`src/hw/rtl/hdlc_dfr_pkg.sv`:
```
// constants, codes and the crc-16/x.25 byte update for the hdlc byte deframer
// no dependencies; imported by hdlc_byte_deframer_fcs_check
`timescale 1ns / 1ps

package hdlc_dfr_pkg;

    // frame buffer bound; the byte count saturates here
    localparam int MAX_FRAME_LEN = 1024;
    localparam int COUNT_W       = $clog2(MAX_FRAME_LEN + 1);
    localparam int LEN_W         = 10;
    localparam int BYTE_W        = 8;
    localparam int KIND_W        = 2;
    localparam int CRC_W         = 16;
    localparam int STATE_W       = 2;
    localparam int CFG_INDEX_W   = 1;
    localparam int M_TDATA_W     = ((BYTE_W + LEN_W + 7) / 8) * 8;

    // parser states
    localparam logic [STATE_W-1:0] ST_IDLE = 2'd0;
    localparam logic [STATE_W-1:0] ST_DATA = 2'd1;
    localparam logic [STATE_W-1:0] ST_ESC  = 2'd2;

    // result kinds
    localparam logic [KIND_W-1:0] KIND_BYTE    = 2'd0;
    localparam logic [KIND_W-1:0] KIND_GOOD    = 2'd1;
    localparam logic [KIND_W-1:0] KIND_BAD     = 2'd2;
    localparam logic [KIND_W-1:0] KIND_TIMEOUT = 2'd3;

    // input action codes
    localparam logic ACT_BYTE    = 1'b0;
    localparam logic ACT_TIMEOUT = 1'b1;

    // configuration register indexes
    localparam logic [CFG_INDEX_W-1:0] REG_FLAG   = 1'b0;
    localparam logic [CFG_INDEX_W-1:0] REG_ESCAPE = 1'b1;

    localparam logic [BYTE_W-1:0] FLAG_RESET   = 8'h7E;
    localparam logic [BYTE_W-1:0] ESCAPE_RESET = 8'h7D;

    localparam logic [CRC_W-1:0] CRC_PRESET  = 16'hFFFF;
    localparam logic [CRC_W-1:0] CRC_POLY    = 16'h8408;
    localparam logic [CRC_W-1:0] CRC_RESIDUE = 16'hF0B8;

    // reflected crc update over one byte, eight shift steps
    function automatic logic [CRC_W-1:0] crc_feed(input logic [CRC_W-1:0] crc,
                                                  input logic [BYTE_W-1:0] b);
        logic [CRC_W-1:0] c;
        c = crc ^ {{(CRC_W-BYTE_W){1'b0}}, b};
        for (int i = 0; i < BYTE_W; i++) begin
            if (c[0]) begin
                c = (c >> 1) ^ CRC_POLY;
            end else begin
                c = c >> 1;
            end
        end
        return c;
    endfunction

endpackage

```
`src/hw/rtl/hdlc_byte_deframer_fcs_check.sv`:
```
// hdlc byte deframer with crc-16/x.25 frame check, top level
// depends on hdlc_dfr_pkg
`timescale 1ns / 1ps

// channel   direction  handshake                   payload
// s_        in         s_tvalid / s_tready         s_tdata rx_byte, s_tuser action
// m_        out        m_tvalid / m_tready         m_tdata data_byte, payload_length;
//                                                  m_tuser kind
// cfg_      in         cfg_valid / cfg_ready       cfg_index, cfg_data
//
// one item per cycle sustained: an input register feeds the byte-wide parse and crc
// update, whose single result lands in a result register that drives the m_ channel
// items that give no result (flags in idle, escapes) retire even while m_ tdata waits
// an item that gives a result stalls in the input register only while the result
// register is full and m_tready is low
// synchronous active-low reset: idle, count zero, crc preset, registers at defaults
// cfg_ready is always high; writes take effect on the next cycle

module hdlc_byte_deframer_fcs_check (
    input  logic                                   aclk,
    input  logic                                   aresetn,
    input  logic                                   s_tvalid,
    output logic                                   s_tready,
    input  logic [hdlc_dfr_pkg::BYTE_W-1:0]        s_tdata,    // [7:0] rx_byte
    input  logic                                   s_tuser,    // [0] action
    output logic                                   m_tvalid,
    input  logic                                   m_tready,
    output logic [hdlc_dfr_pkg::M_TDATA_W-1:0]     m_tdata,    // [7:0] data_byte,
                                                               // [17:8] payload_length
    output logic [hdlc_dfr_pkg::KIND_W-1:0]        m_tuser,    // [1:0] kind
    input  logic                                   cfg_valid,
    output logic                                   cfg_ready,
    input  logic [hdlc_dfr_pkg::CFG_INDEX_W-1:0]   cfg_index,
    input  logic [hdlc_dfr_pkg::BYTE_W-1:0]        cfg_data
);
    import hdlc_dfr_pkg::*;

    // configuration
    logic [BYTE_W-1:0] flag_reg;
    logic [BYTE_W-1:0] escape_reg;

    // input register
    logic              in_valid_reg;
    logic              in_action_reg;
    logic [BYTE_W-1:0] in_byte_reg;

    // parser state
    logic [STATE_W-1:0] state_reg,    state_next;
    logic [COUNT_W-1:0] count_reg,    count_next;
    logic [CRC_W-1:0]   crc_reg,      crc_next;
    logic [BYTE_W-1:0]  held0_reg,    held0_next;
    logic [BYTE_W-1:0]  held1_reg,    held1_next;
    logic               overflow_reg, overflow_next;

    // result register
    logic              out_valid_reg;
    logic [KIND_W-1:0] out_kind_reg,  out_kind_next;
    logic [BYTE_W-1:0] out_byte_reg,  out_byte_next;
    logic [LEN_W-1:0]  out_len_reg,   out_len_next;

    logic is_flag;
    logic is_escape;
    logic store;
    logic produce;
    logic frame_good;
    logic out_free;
    logic advance;

    assign cfg_ready = 1'b1;

    always_ff @(posedge aclk) begin
        if (!aresetn) begin
            flag_reg   <= FLAG_RESET;
            escape_reg <= ESCAPE_RESET;
        end else if (cfg_valid) begin
            unique case (cfg_index)
                REG_FLAG:   flag_reg   <= cfg_data;
                REG_ESCAPE: escape_reg <= cfg_data;
                default:    ;
            endcase
        end
    end

    // a result leaves the result register or it is empty
    assign out_free = !out_valid_reg || m_tready;
    // the held item retires unless its result has nowhere to go
    assign advance  = in_valid_reg && (!produce || out_free);
    assign s_tready = !in_valid_reg || advance;

    always_ff @(posedge aclk) begin
        if (!aresetn) begin
            in_valid_reg <= 1'b0;
        end else if (s_tready) begin
            in_valid_reg <= s_tvalid;
        end
    end

    always_ff @(posedge aclk) begin
        if (s_tready && s_tvalid) begin
            in_action_reg <= s_tuser;
            in_byte_reg   <= s_tdata;
        end
    end

    // flag compare wins over escape compare when both match
    assign is_flag   = (in_byte_reg == flag_reg);
    assign is_escape = (in_byte_reg == escape_reg);

    assign frame_good = (count_reg > COUNT_W'(2)) && !overflow_reg &&
                        (crc_reg == CRC_RESIDUE);

    always_comb begin
        state_next    = state_reg;
        count_next    = count_reg;
        crc_next      = crc_reg;
        held0_next    = held0_reg;
        held1_next    = held1_reg;
        overflow_next = overflow_reg;
        out_kind_next = KIND_BYTE;
        out_byte_next = '0;
        out_len_next  = '0;
        store         = 1'b0;
        produce       = 1'b0;

        if (in_action_reg == ACT_TIMEOUT) begin
            state_next    = ST_IDLE;
            count_next    = '0;
            crc_next      = CRC_PRESET;
            held0_next    = '0;
            held1_next    = '0;
            overflow_next = 1'b0;
            out_kind_next = KIND_TIMEOUT;
            produce       = 1'b1;
        end else begin
            unique case (state_reg)
                ST_IDLE: begin
                    // an escape here is an ordinary data byte
                    if (!is_flag) begin
                        state_next = ST_DATA;
                        store      = 1'b1;
                    end
                end
                ST_DATA: begin
                    if (is_flag) begin
                        // empty frame: nothing to report
                        if (count_reg != '0) begin
                            count_next    = '0;
                            crc_next      = CRC_PRESET;
                            held0_next    = '0;
                            held1_next    = '0;
                            overflow_next = 1'b0;
                            out_kind_next = frame_good ? KIND_GOOD : KIND_BAD;
                            out_len_next  = frame_good ?
                                            LEN_W'(count_reg - COUNT_W'(2)) : '0;
                            produce       = 1'b1;
                        end
                    end else if (is_escape) begin
                        state_next = ST_ESC;
                    end else begin
                        store = 1'b1;
                    end
                end
                default: begin
                    // byte after escape is taken literally, even a flag
                    state_next = ST_DATA;
                    store      = 1'b1;
                end
            endcase

            if (store) begin
                // bytes come out two late so the fcs never leaves
                if (count_reg >= COUNT_W'(2)) begin
                    out_kind_next = KIND_BYTE;
                    out_byte_next = held0_reg;
                    produce       = 1'b1;
                end
                held0_next = held1_reg;
                held1_next = in_byte_reg;
                crc_next   = crc_feed(crc_reg, in_byte_reg);
                if (count_reg >= COUNT_W'(MAX_FRAME_LEN)) begin
                    overflow_next = 1'b1;
                end else begin
                    count_next = count_reg + COUNT_W'(1);
                end
            end
        end
    end

    always_ff @(posedge aclk) begin
        if (!aresetn) begin
            state_reg    <= ST_IDLE;
            count_reg    <= '0;
            crc_reg      <= CRC_PRESET;
            held0_reg    <= '0;
            held1_reg    <= '0;
            overflow_reg <= 1'b0;
        end else if (advance) begin
            state_reg    <= state_next;
            count_reg    <= count_next;
            crc_reg      <= crc_next;
            held0_reg    <= held0_next;
            held1_reg    <= held1_next;
            overflow_reg <= overflow_next;
        end
    end

    always_ff @(posedge aclk) begin
        if (!aresetn) begin
            out_valid_reg <= 1'b0;
        end else if (out_free) begin
            out_valid_reg <= advance && produce;
        end
    end

    always_ff @(posedge aclk) begin
        if (out_free && advance && produce) begin
            out_kind_reg <= out_kind_next;
            out_byte_reg <= out_byte_next;
            out_len_reg  <= out_len_next;
        end
    end

    assign m_tvalid = out_valid_reg;
    assign m_tuser  = out_kind_reg;
    assign m_tdata  = {{(M_TDATA_W-BYTE_W-LEN_W){1'b0}}, out_len_reg, out_byte_reg};

    // count saturates at the buffer bound
    a_count_bound: assert property (@(posedge aclk) disable iff (!aresetn)
        count_reg <= COUNT_W'(MAX_FRAME_LEN))
        else $error("byte count beyond buffer bound");

    // overflow only once the count has saturated
    a_overflow_sat: assert property (@(posedge aclk) disable iff (!aresetn)
        overflow_reg |-> (count_reg == COUNT_W'(MAX_FRAME_LEN)))
        else $error("overflow mark without saturated count");

    // a retired timeout leaves the parser idle with a cleared frame
    a_timeout_clear: assert property (@(posedge aclk) disable iff (!aresetn)
        (advance && in_action_reg == ACT_TIMEOUT) |=>
        (state_reg == ST_IDLE && count_reg == '0 && !overflow_reg &&
         crc_reg == CRC_PRESET))
        else $error("timeout did not clear the frame");

    // only payload results carry a byte, only good frames a length
    a_result_fields: assert property (@(posedge aclk) disable iff (!aresetn)
        out_valid_reg |->
        ((out_kind_reg == KIND_BYTE || out_byte_reg == '0) &&
         (out_kind_reg == KIND_GOOD || out_len_reg == '0)))
        else $error("result fields not zero for this kind");

    // a held item that owes a result never retires into a full, stalled output
    a_no_overwrite: assert property (@(posedge aclk) disable iff (!aresetn)
        (out_valid_reg && !m_tready) |=> $stable(out_kind_reg) && $stable(out_len_reg))
        else $error("result register changed while stalled");

endmodule

```
`config.mk`:
```
export PLATFORM = sky130hd
export DESIGN_NAME = hdlc_byte_deframer_fcs_check
export DESIGN_NICKNAME = d
export VERILOG_FILES = /design/src/hw/rtl/hdlc_dfr_pkg.sv /design/src/hw/rtl/hdlc_byte_deframer_fcs_check.sv
export SDC_FILE = /design/constraint.sdc
export NUM_CORES = 1
export LEC_CHECK = 0
export BUFFER_PORTS_ARGS = -buffer_cell sky130_fd_sc_hd__buf_2
export CORE_UTILIZATION = 55
export DETAILED_ROUTE_END_ITERATION = 12
export GPL_TIMING_DRIVEN = 0
export PLACE_DENSITY = 0.76
export SLEW_MARGIN = 20
export SYNTH_ARGS = -nofsm -noshare
export SYNTH_HDL_FRONTEND = slang
export SYNTH_SLANG_ARGS = --single-unit
```
`constraint.sdc`:
```
create_clock -name aclk -period 3.45 [get_ports aclk]
set_input_delay 0.1725 -clock aclk [delete_from_list [all_inputs] [get_ports aclk]]
set_output_delay 0.1725 -clock aclk [all_outputs]
set_load 0.05 [all_outputs]
```
# == Yosys cells after proc, flatten, opt, wreduce, memory -nomap -nowiden ==
# Index checks and enable logic that the tools add are counted.
# totals
register_bits,93
inputBits,23
out_inout_bits,29
wordCells,136
# classes
n_addsub,2
order_cmp,3
n_eq_ne,7
n_mux,68
n_bitwise,16
reduce_logical,25
# op_table
op,n
$mux W16,27
$mux W11,6
$mux W8,7
$not A2 Y3,8
$mux W2,10
$eq A16 B16 Y1 const B,1
$eq A8 B8 Y1,2
$mux W1,16
$xor A16 B8 Y16,1
$add A11 B1 Y11 const B,1
$ge A11 B11 Y1 const B,1
$ge A11 B2 Y1 const B,1
$gt A11 B2 Y1 const B,1
$reduce_bool A11 Y1,1
$sub A10 B2 Y10 const B,1
$ne A3 B3 Y1 const B,3
$reduce_bool A3 Y1,3
$reduce_and A4 Y1,2
$logic_and A1 B1 Y1,7
$not A1 Y1,7
$reduce_or A5 Y1,1
$logic_not A1 Y1,4
$pmux W2 S2,1
$reduce_and A2 Y1,2
other kinds (5),7

# == Longest topological paths before layout ==
# Gate-level depths: netlist (run 1).
# depth
ltp_word,35
ltp_mapped,9
mapped_depth_nobuf,8

# == Worst setup path after synthesis (run 1) ==
# OpenSTA, ideal clock, no wires.
# synth_timing
kind,register -> register
start,register count_reg[4]
end,"register out_kind_reg[0], in the netlist m_tuser[0], enable pin"
setup_time_ns,0.398
t_arrival_ns,2.670
t_required_ns,3.052
slack_ns,0.382
stages_incl_launch_ff,9
path_buffers,2
period_less_slack_ns,3.068
path_cell_list,dfxtp_1 buf_6 nor4_4 a41oi_1 a31oi_4 o31a_2 o21ai_2 clkbuf_1 nor2_1
# synth_via
elab_chain_len,12
elab_cells_between_ends,13
cone_classes,order compare: 1; mux: 6; reduce/logical: 6
# synth_rtl
element,line,text
from (decl),hdlc_byte_deframer_fcs_check.sv:49,"logic [COUNT_W-1:0] count_reg, count_next;"
from (signal assigned),hdlc_byte_deframer_fcs_check.sv:199,count_reg <= count_next;
branches (longest 5 deep; another with $ge A11 B2 Y1),--,
$mux W1 (*),hdlc_byte_deframer_fcs_check.sv:170,if (store) begin
$mux W1 (*),hdlc_byte_deframer_fcs_check.sv:125,if (in_action_reg == ACT_TIMEOUT) begin
$logic_not A1 Y1,hdlc_byte_deframer_fcs_check.sv:87,assign advance = in_valid_reg && (!produce || out_free);
$logic_or A1 B1 Y1,hdlc_byte_deframer_fcs_check.sv:87,
$logic_and A1 B1 Y1,hdlc_byte_deframer_fcs_check.sv:87,
$logic_and A1 B1 Y1,hdlc_byte_deframer_fcs_check.sv:216,if (out_free && advance && produce) begin
$logic_and A1 B1 Y1 (*),hdlc_byte_deframer_fcs_check.sv:216,
to (signal assigned),hdlc_byte_deframer_fcs_check.sv:217,out_kind_reg <= out_kind_next;
to (decl),hdlc_byte_deframer_fcs_check.sv:57,"logic [KIND_W-1:0] out_kind_reg, out_kind_next;"
# Mark *: on every way between the ends.
# A chain may end at the register's enable or synchronous reset.

# == Worst setup path after layout (run 1) ==
# layout_timing
start,register count_reg[4]
end,"register out_byte_reg[5], enable pin"
# layout_via
elab_chain_len,12
elab_cells_between_ends,13
cone_classes,order compare: 1; mux: 6; reduce/logical: 6
# layout_rtl
element,line,text
branches (longest 5 deep; another with $ge A11 B2 Y1),--,
$mux W1 (*),hdlc_byte_deframer_fcs_check.sv:170,
$mux W1 (*),hdlc_byte_deframer_fcs_check.sv:125,
$logic_not A1 Y1,hdlc_byte_deframer_fcs_check.sv:87,
$logic_or A1 B1 Y1,hdlc_byte_deframer_fcs_check.sv:87,
$logic_and A1 B1 Y1,hdlc_byte_deframer_fcs_check.sv:87,
$logic_and A1 B1 Y1,hdlc_byte_deframer_fcs_check.sv:216,
$logic_and A1 B1 Y1 (*),hdlc_byte_deframer_fcs_check.sv:216,
to (signal assigned),hdlc_byte_deframer_fcs_check.sv:218,out_byte_reg <= out_byte_next;
to (decl),hdlc_byte_deframer_fcs_check.sv:58,"logic [BYTE_W-1:0] out_byte_reg, out_byte_next;"
# Marks and branches as above.

==> summary.md, run 1 <==
| Metric | Value |
|---|---|
| Status | finished, final reports clean |
| Critical Path AT | 3.29 ns |
| Clock Latency Late Sink | 0.36 ns |
| Max_slew headroom | 53.45% |
| Post-Syn Instances | 481 |
| Logic pwr share | 12.7% |
| Final Core Density | 66.04% |
| Via count | 3661 |
| Post-Syn Area | 4448 um2 |
| Sw frac | 27.02% |
| Leading cell type in the layout, fill and taps excluded | dfxtp_1 |
| Hold_sp | cfg_data[5] |
| Yosys warning count | 0 |
| Cells after DPL | 633 |
| HPWL Detailed | 7.037 mm |
| Clock skew | 0.01783 ns |
| Internal | 1.613 mW |
| CTS H-tree depth | 3 |
| Initial antenna violation count | 0 |
| Number of buffers created by CTS | 9 |
| Max reg flops | 16 |
| Final wirelength | 9.992 mm |
| Max Cap Violations | 0 |
| CP Launch Type | flop |
| Buffers added on ports | 44 |
| Synth area leaders | dfxtp_1 (29%), edfxtp_1 (20%), xnor2_1 (7.1%) |
| WS Path Type | flop to flop |
| Hold Path Class | input pin to flop |
| Clock Power Share | 33.1% |
| Sequential fraction of the synthesis area | 48.38% |
| Core Region | 7767 um2 |
| Fin crit period | 3.209 ns |
| Overflow after GRT | 0 |
| GRT busiest layer | met2 |
| Vias in the first global route | 3534 |
| Layout cells sized above 1 | 15.83% |
| M2 GR Usage | 40.42% |
| Clock slew at reported path FFs | 0.10 ns |
| Library cells used by synthesis | 54 |
| DR iter-0 viols | 271 |
| Mean post-synth cell area | 9.247 um2 |
| Die Wd | 91.93 um |
| Pins Over Slew Limit | 0 |
| RR Endpoint | out_byte_reg[5] |
| Area Overhead vs Synth | 15.33% |
| Yosys top cell area share | 28.80% |
| Clock Sinks | 93 |
| Tcrit/Tclk final | 93.00% |
| FF-to-FF Start | count_reg[4] |
| Number of placed I/O pins | 52 |
| Final nets | 580 |
| Die Span Y | 91.93 um |
| Synth Register Bits | 93 |
| Pwr dens | 430.8 nW/um2 |
| Grt met3 use | 4.395% |
| Post-synth EDFFs | 29 |
| RePlAce Congestion | 0.9112 |
| Post-synthesis async set-or-reset flop share | 0% |
| Hold Path Stages | 3 |
| Net Sw Power | 0.5971 mW |
| CTS tree | built |
| Routed Antenna Nets | 0 |
| Crit-path max FO | 13 |
| Setup violators final | 0 |
| FP Rows | 32 |
| First-pass iteration count of the detailed router | 5 |
| Starting Density | 57.26% |
| Vias per cell | 5.564 |
| Max VDD drop | 292.7 uV |
| Inserted Diodes | 0 |
| Wire per inst | 15.19 um |
| Unrepaired setup endpoints after global routing | no |
| Cells on worst reg2reg path | 9 |
| Crit. End Element | flop |
| Die ar. | 8451 um2 |
| CTS root buffer | clkbuf_8 |
| Hold-critical path endpoint | flag_reg[5] |
| Sequential share of power | 54.2% |
| Met1 Use GR | 34.43% |
| Largest net degree at the start of global routing | 17 |
| DRC Markers | 0 |
| Worst hold margin | 0.02873 ns |
| Most frequent cells in the layout | dfxtp_1 (64), nand2_1 (63), buf_2 (48), xnor2_1 (36), nor2_1 (35) |
| Top FF cell, synth | dfxtp_1 |
| Post-CTS Setup Bufs | 0 |
| Hold Vio Cnt, Final | 0 |
| Final non-filler cell total | 658 |
| Slew @ Worst Pin | 0.6983 ns |
| GR Util All Layers | 25.60% |
| R2R Setup Slk | 0.24 ns |
| Required time worst endpoint | 3.53 ns |
| LEAKAGE | 2.024 nW |
| Clock buffer depth | 2 |
| F_max | 311.7 MHz |
| Largest area contributor in the netlist | dfxtp_1 |
| Global-route wire length before repair | 16.88 mm |
[power groups by stage]
stage / clock network, mW / logic (mW) / registers (mW)
2_1_floorplan: 0 / 0.186 / 1.23
3_3_place_gp: 0 / 0.261 / 1.22
3_5_place_dp: 0 / 0.268 / 1.22
6_report: 0.732 / 0.281 / 1.20
4_1_cts: 0.738 / 0.277 / 1.20
5_1_grt: 0.797 / 0.307 / 1.20
[layout make-up]
| type | count | area [um2] |
|---|---|---|
| buffer | 37 | 188.9 |
| multi-input combinational | 349 | 2113 |
| timing repair buffer | 54 | 325.3 |
| clock buffer | 10 | 127.6 |
| inverter | 7 | 26.28 |
| fill | 644 | 2638 |
| tap | 102 | 127.6 |
| clock inverter | 6 | 68.82 |
| sequential | 93 | 2152 |
[per-stage QoR]
step / area (um2) / setup WS (ns) / total power, mW / TNS, ns
5_1_grt: 5130 / 0.03238 / 2.307 / 0
2_1_floorplan: 4467 / 0.3821 / 1.418 / 0
4_1_cts: 5119 / 0.1030 / 2.211 / 0
3_5_place_dp: 4832 / 0.1196 / 1.489 / 0
6_report: 5130 / 0.2415 / 2.210 / 0
3_3_place_gp: 4815 / -0.5092 / 1.481 / -10.54
[repair_timing]
action,4_1_cts,5_1_grt
gates resized for setup,0,2
hold buffers,9,0
endpoints found under the hold margin,9,0
endpoints found under the setup margin,0,13
[worst max-delay path: stages, from the launching register on]
cell and delay [ns]:
dfxtp_1 0.32, buf_6 0.14, nor4_4 0.34, a41oi_1 0.25
a31oi_4 0.40, o31a_2 0.27, o21ai_2 0.17, clkbuf_1 0.30
nor2_2 0.50, buf_8 0.22
[metal layers]
layer | wire, um | share of wire [%]
met1 | 4426 | 44
met2 | 4728 | 47
met3 | 556 | 5.6
met4 | 280 | 2.8
met5 | 0 | 0
[synth_stat cells (2+ instances only)]
cell type and instances:
dfxtp_1 64, nand2_1 63, nor2_1 36, xnor2_1 36
edfxtp_1 29, o21ai_0 25, nand4_1 24, clkbuf_1 21
nand3_1 18, and3_1 14, o21ai_1 12, buf_4 10
nor4_1 10, xor2_1 10, and2_1 9, nor2b_1 8
a21boi_0 7, a21oi_1 7, inv_1 7, nor3_1 7
ha_1 6, nand2b_1 6, o21a_1 5, a31oi_1 4
buf_2 4, or2_2 4, and4_1 3, o31ai_1 3
conb_1 2, nand3b_1 2, nor3b_1 2
[cell families after synthesis]
group | Yosys count | share of synthesized area [%]
xor+xnor | 46 | 9.058
fa+ha+maj | 6 | 1.688
flops | 93 | 48.38
simple gates | 210 | 24.02
compound gates | 79 | 11.59
mux | 1 | 0.2531
buf+inv | 44 | 4.838
other cells | 2 | 0.1688
[worst max-delay path by stage]
stage	start	endpoint	slack, ns	depth (start not counted)
2_1_floorplan	count_reg[4]	m_tuser[0]	0.38	8
3_3_place_gp	in_byte_reg[7]	out_byte_reg[4]	-0.51	7
3_5_place_dp	in_byte_reg[5]	out_byte_reg[4]	0.12	8
4_1_cts	in_byte_reg[5]	out_len_reg[8]	0.10	8
5_1_grt	count_reg[5]	out_len_reg[8]	0.03	9
6_report	count_reg[4]	out_byte_reg[5]	0.24	9
(Power assumes the default switching activity.)
==> run 2: changes to the inputs <==
Settings changed: CTS_BUF_LIST from default to sky130_fd_sc_hd__clkbuf_16.
==> summary.md, run 2 (synthesis gave the netlist of run 1 again) <==
| Metric | Value |
|---|---|
| Hold Vio Cnt, Final | 0 (unchanged) |
| HPWL Detailed | 7.037 mm (unchanged) |
| FP Rows | 32 (unchanged) |
| Max stage delay on crit path | 0.54 ns (was 0.50 ns) |
| Clock Sinks | 93 (unchanged) |
| Wire per inst | 15.29 um (was 15.19 um) |
| Routed Antenna Nets | 0 (unchanged) |
| Slew @ Worst Pin | 0.6764 ns (was 0.6983 ns) |
| Number of buffers created by CTS | 9 (unchanged) |
| Buffers added on ports | 44 (unchanged) |
| Leading cell type in the layout, fill and taps excluded | dfxtp_1 (unchanged) |
| Vias per cell | 5.660 (was 5.564) |
| Max_slew headroom | 54.81% (was 53.45%) |
| CTS root buffer | clkbuf_16 (was clkbuf_8) |
| Crit. End Element | flop (unchanged) |
| Required time worst endpoint | 3.50 ns (was 3.53 ns) |
| GRT busiest layer | met2 (unchanged) |
| Die Span Y | 91.93 um (unchanged) |
| Global-route wire length before repair | 16.91 mm (was 16.88 mm) |
| Starting Density | 57.26% (unchanged) |
| Initial antenna violation count | 0 (unchanged) |
| WS Path Type | flop to flop (unchanged) |
| Final wirelength | 9.939 mm (was 9.992 mm) |
| Setup violators final | 0 (unchanged) |
| Grt met3 use | 4.312% (was 4.395%) |
| DRC Markers | 0 (unchanged) |
| Die ar. | 8451 um2 (unchanged) |
| Inserted Diodes | 0 (unchanged) |
| Crit-path max FO | 13 (unchanged) |
| CP top delay family | simple AND/OR/NAND/NOR gates (was compound AO/OA/AOI/OAI gates) |
| Critical Path AT | 3.28 ns (was 3.29 ns) |
| CP Launch Type | flop (unchanged) |
| Fin crit period | 3.233 ns (was 3.209 ns) |
| Cells after DPL | 633 (unchanged) |
| Met1 Use GR | 34.00% (was 34.43%) |
| GR Util All Layers | 25.58% (was 25.60%) |
| Clock buffer depth | 2 (unchanged) |
| Pins Over Slew Limit | 0 (unchanged) |
| Clock Latency Late Sink | 0.34 ns (was 0.36 ns) |
| Hold Path Class | input pin to flop (unchanged) |
| Pwr Total | 2.458 mW (was 2.210 mW) |
| Max reg flops | 16 (unchanged) |
| Area Overhead vs Synth | 15.81% (was 15.33%) |
| Post-route cell area | 5151 um2 (was 5130 um2) |
| Overflow after GRT | 0 (unchanged) |
| CTS H-tree depth | 3 (unchanged) |
| DR iter-0 viols | 187 (was 271) |
| Max VDD drop | 286.3 uV (was 292.7 uV) |
| Cell Chain, Critical Path | xnor2_1 -> nand4_1 -> nor3_2 -> o31a_2 -> o21ai_2 -> clkbuf_1 -> nor2_2 -> buf_8 (was buf_6 -> nor4_4 -> a41oi_1 -> a31oi_4 -> o31a_2 -> o21ai_2 -> clkbuf_1 -> nor2_2 -> buf_8) |
| Largest net degree at the start of global routing | 17 (unchanged) |
| Pwr dens | 477.2 nW/um2 (was 430.8 nW/um2) |
| Status | finished, final reports clean (unchanged) |
| Most frequent cells in the layout | dfxtp_1 (64), nand2_1 (63), buf_2 (48), xnor2_1 (36), nor2_1 (35) (unchanged) |
| M2 GR Usage | 39.55% (was 40.42%) |
| Via count | 3679 (was 3661) |
| LEAKAGE | 2.041 nW (was 2.024 nW) |
| Die Wd | 91.93 um (unchanged) |
| Number of placed I/O pins | 52 (unchanged) |
| Final nets | 572 (was 580) |
| CTS tree | built (unchanged) |
| Placed Area | 4832 um2 (unchanged) |
| Clock slew at reported path FFs | 0.07 ns (was 0.10 ns) |
| RePlAce Congestion | 0.9112 (unchanged) |
| Unrepaired setup endpoints after global routing | no (unchanged) |
| Post-CTS Setup Bufs | 0 (unchanged) |
| Core Region | 7767 um2 (unchanged) |
| Max Cap Violations | 0 (unchanged) |
| Clock skew | 0.01023 ns (was 0.01783 ns) |
| Final non-filler cell total | 650 (was 658) |
| WP buf/inv | 2 (was 3) |
| Layout cells sized above 1 | 16.06% (was 15.83%) |
| Slowest CP cell | edfxtp_1 (was nor2_2) |
| Tcrit/Tclk final | 93.72% (was 93.00%) |
| F_max | 309.3 MHz (was 311.7 MHz) |
| First-pass iteration count of the detailed router | 5 (unchanged) |
| Vias in the first global route | 3507 (was 3534) |
[run 2: cell types whose count changed in the layout (fill, tap and decap cells not counted)]
cell | before | now
clkbuf_1 | 22 | 21
dlygate4sd3_1 | 9 | 1
inv_1 | 7 | 8
clkbuf_8 | 9 | 0
clkbuf_16 | 0 | 9
[run 2: through the flow]
step	TNS [ns]	hold WS [ns]	util, %	setup slack (ns)
finish	0	0.007269	66.32	0.2165
global route	0	0.0008197	66.32	0.03116
global placement	-10.54	0.3486	61.98	-0.5092
detailed placement	0	0.3506	62.21	0.1196
floorplan	0	0.2714	-	0.3821
CTS	0	0.002234	66.04	0.05937
[run 2: layout make-up]
cell class / instances / area [um2]
fill: 637 / 2616
sequential: 93 / 2152
multi-input combinational: 349 / 2113
timing repair buffer: 46 / 245.2
clock buffer: 9 / 225.2
buffer: 37 / 188.9
tap: 102 / 127.6
clock inverter: 7 / 72.57
inverter: 7 / 26.28
[run 2: report_power, final]
part	total [mW]	switching [mW]	internal, mW
combinational	0.274	0.170	0.103
sequential	1.20	0.0335	1.16
clock	0.987	0.423	0.564
[run 2: worst paths after layout]
check | from | endpoint | slack, ns | depth (start not counted)
min | s_tdata[5] | in_byte_reg[5] | 0.007 | 1
min reg2reg | held0_reg[5] | held0_reg[5] | 0.45 | 2
max reg2reg | in_byte_reg[5] | m_tuser[0] | 0.22 | 8
max | in_byte_reg[5] | m_tuser[0] | 0.22 | 8
[run 2: what timing repair did]
action                                  4_1_cts  5_1_grt
endpoints found under the setup margin        0       20
hold buffers                                  0        1
hold endpoints to repair                      0        1
gates resized for setup                       0        2
[run 2: layer usage]
metal	wire [um]	share of wire [%]
met5	0	0
met4	343	3.5
met2	4608	46
met1	4414	44
met3	572	5.8
[run 2: worst register-to-register path: cells and delay by family, from the launching register on]
kind	cells	cell delay, ns
flops	1	0.54
compound gates	2	0.44
simple gates	3	1.15
xor+xnor	1	0.28
buf+inv	2	0.53
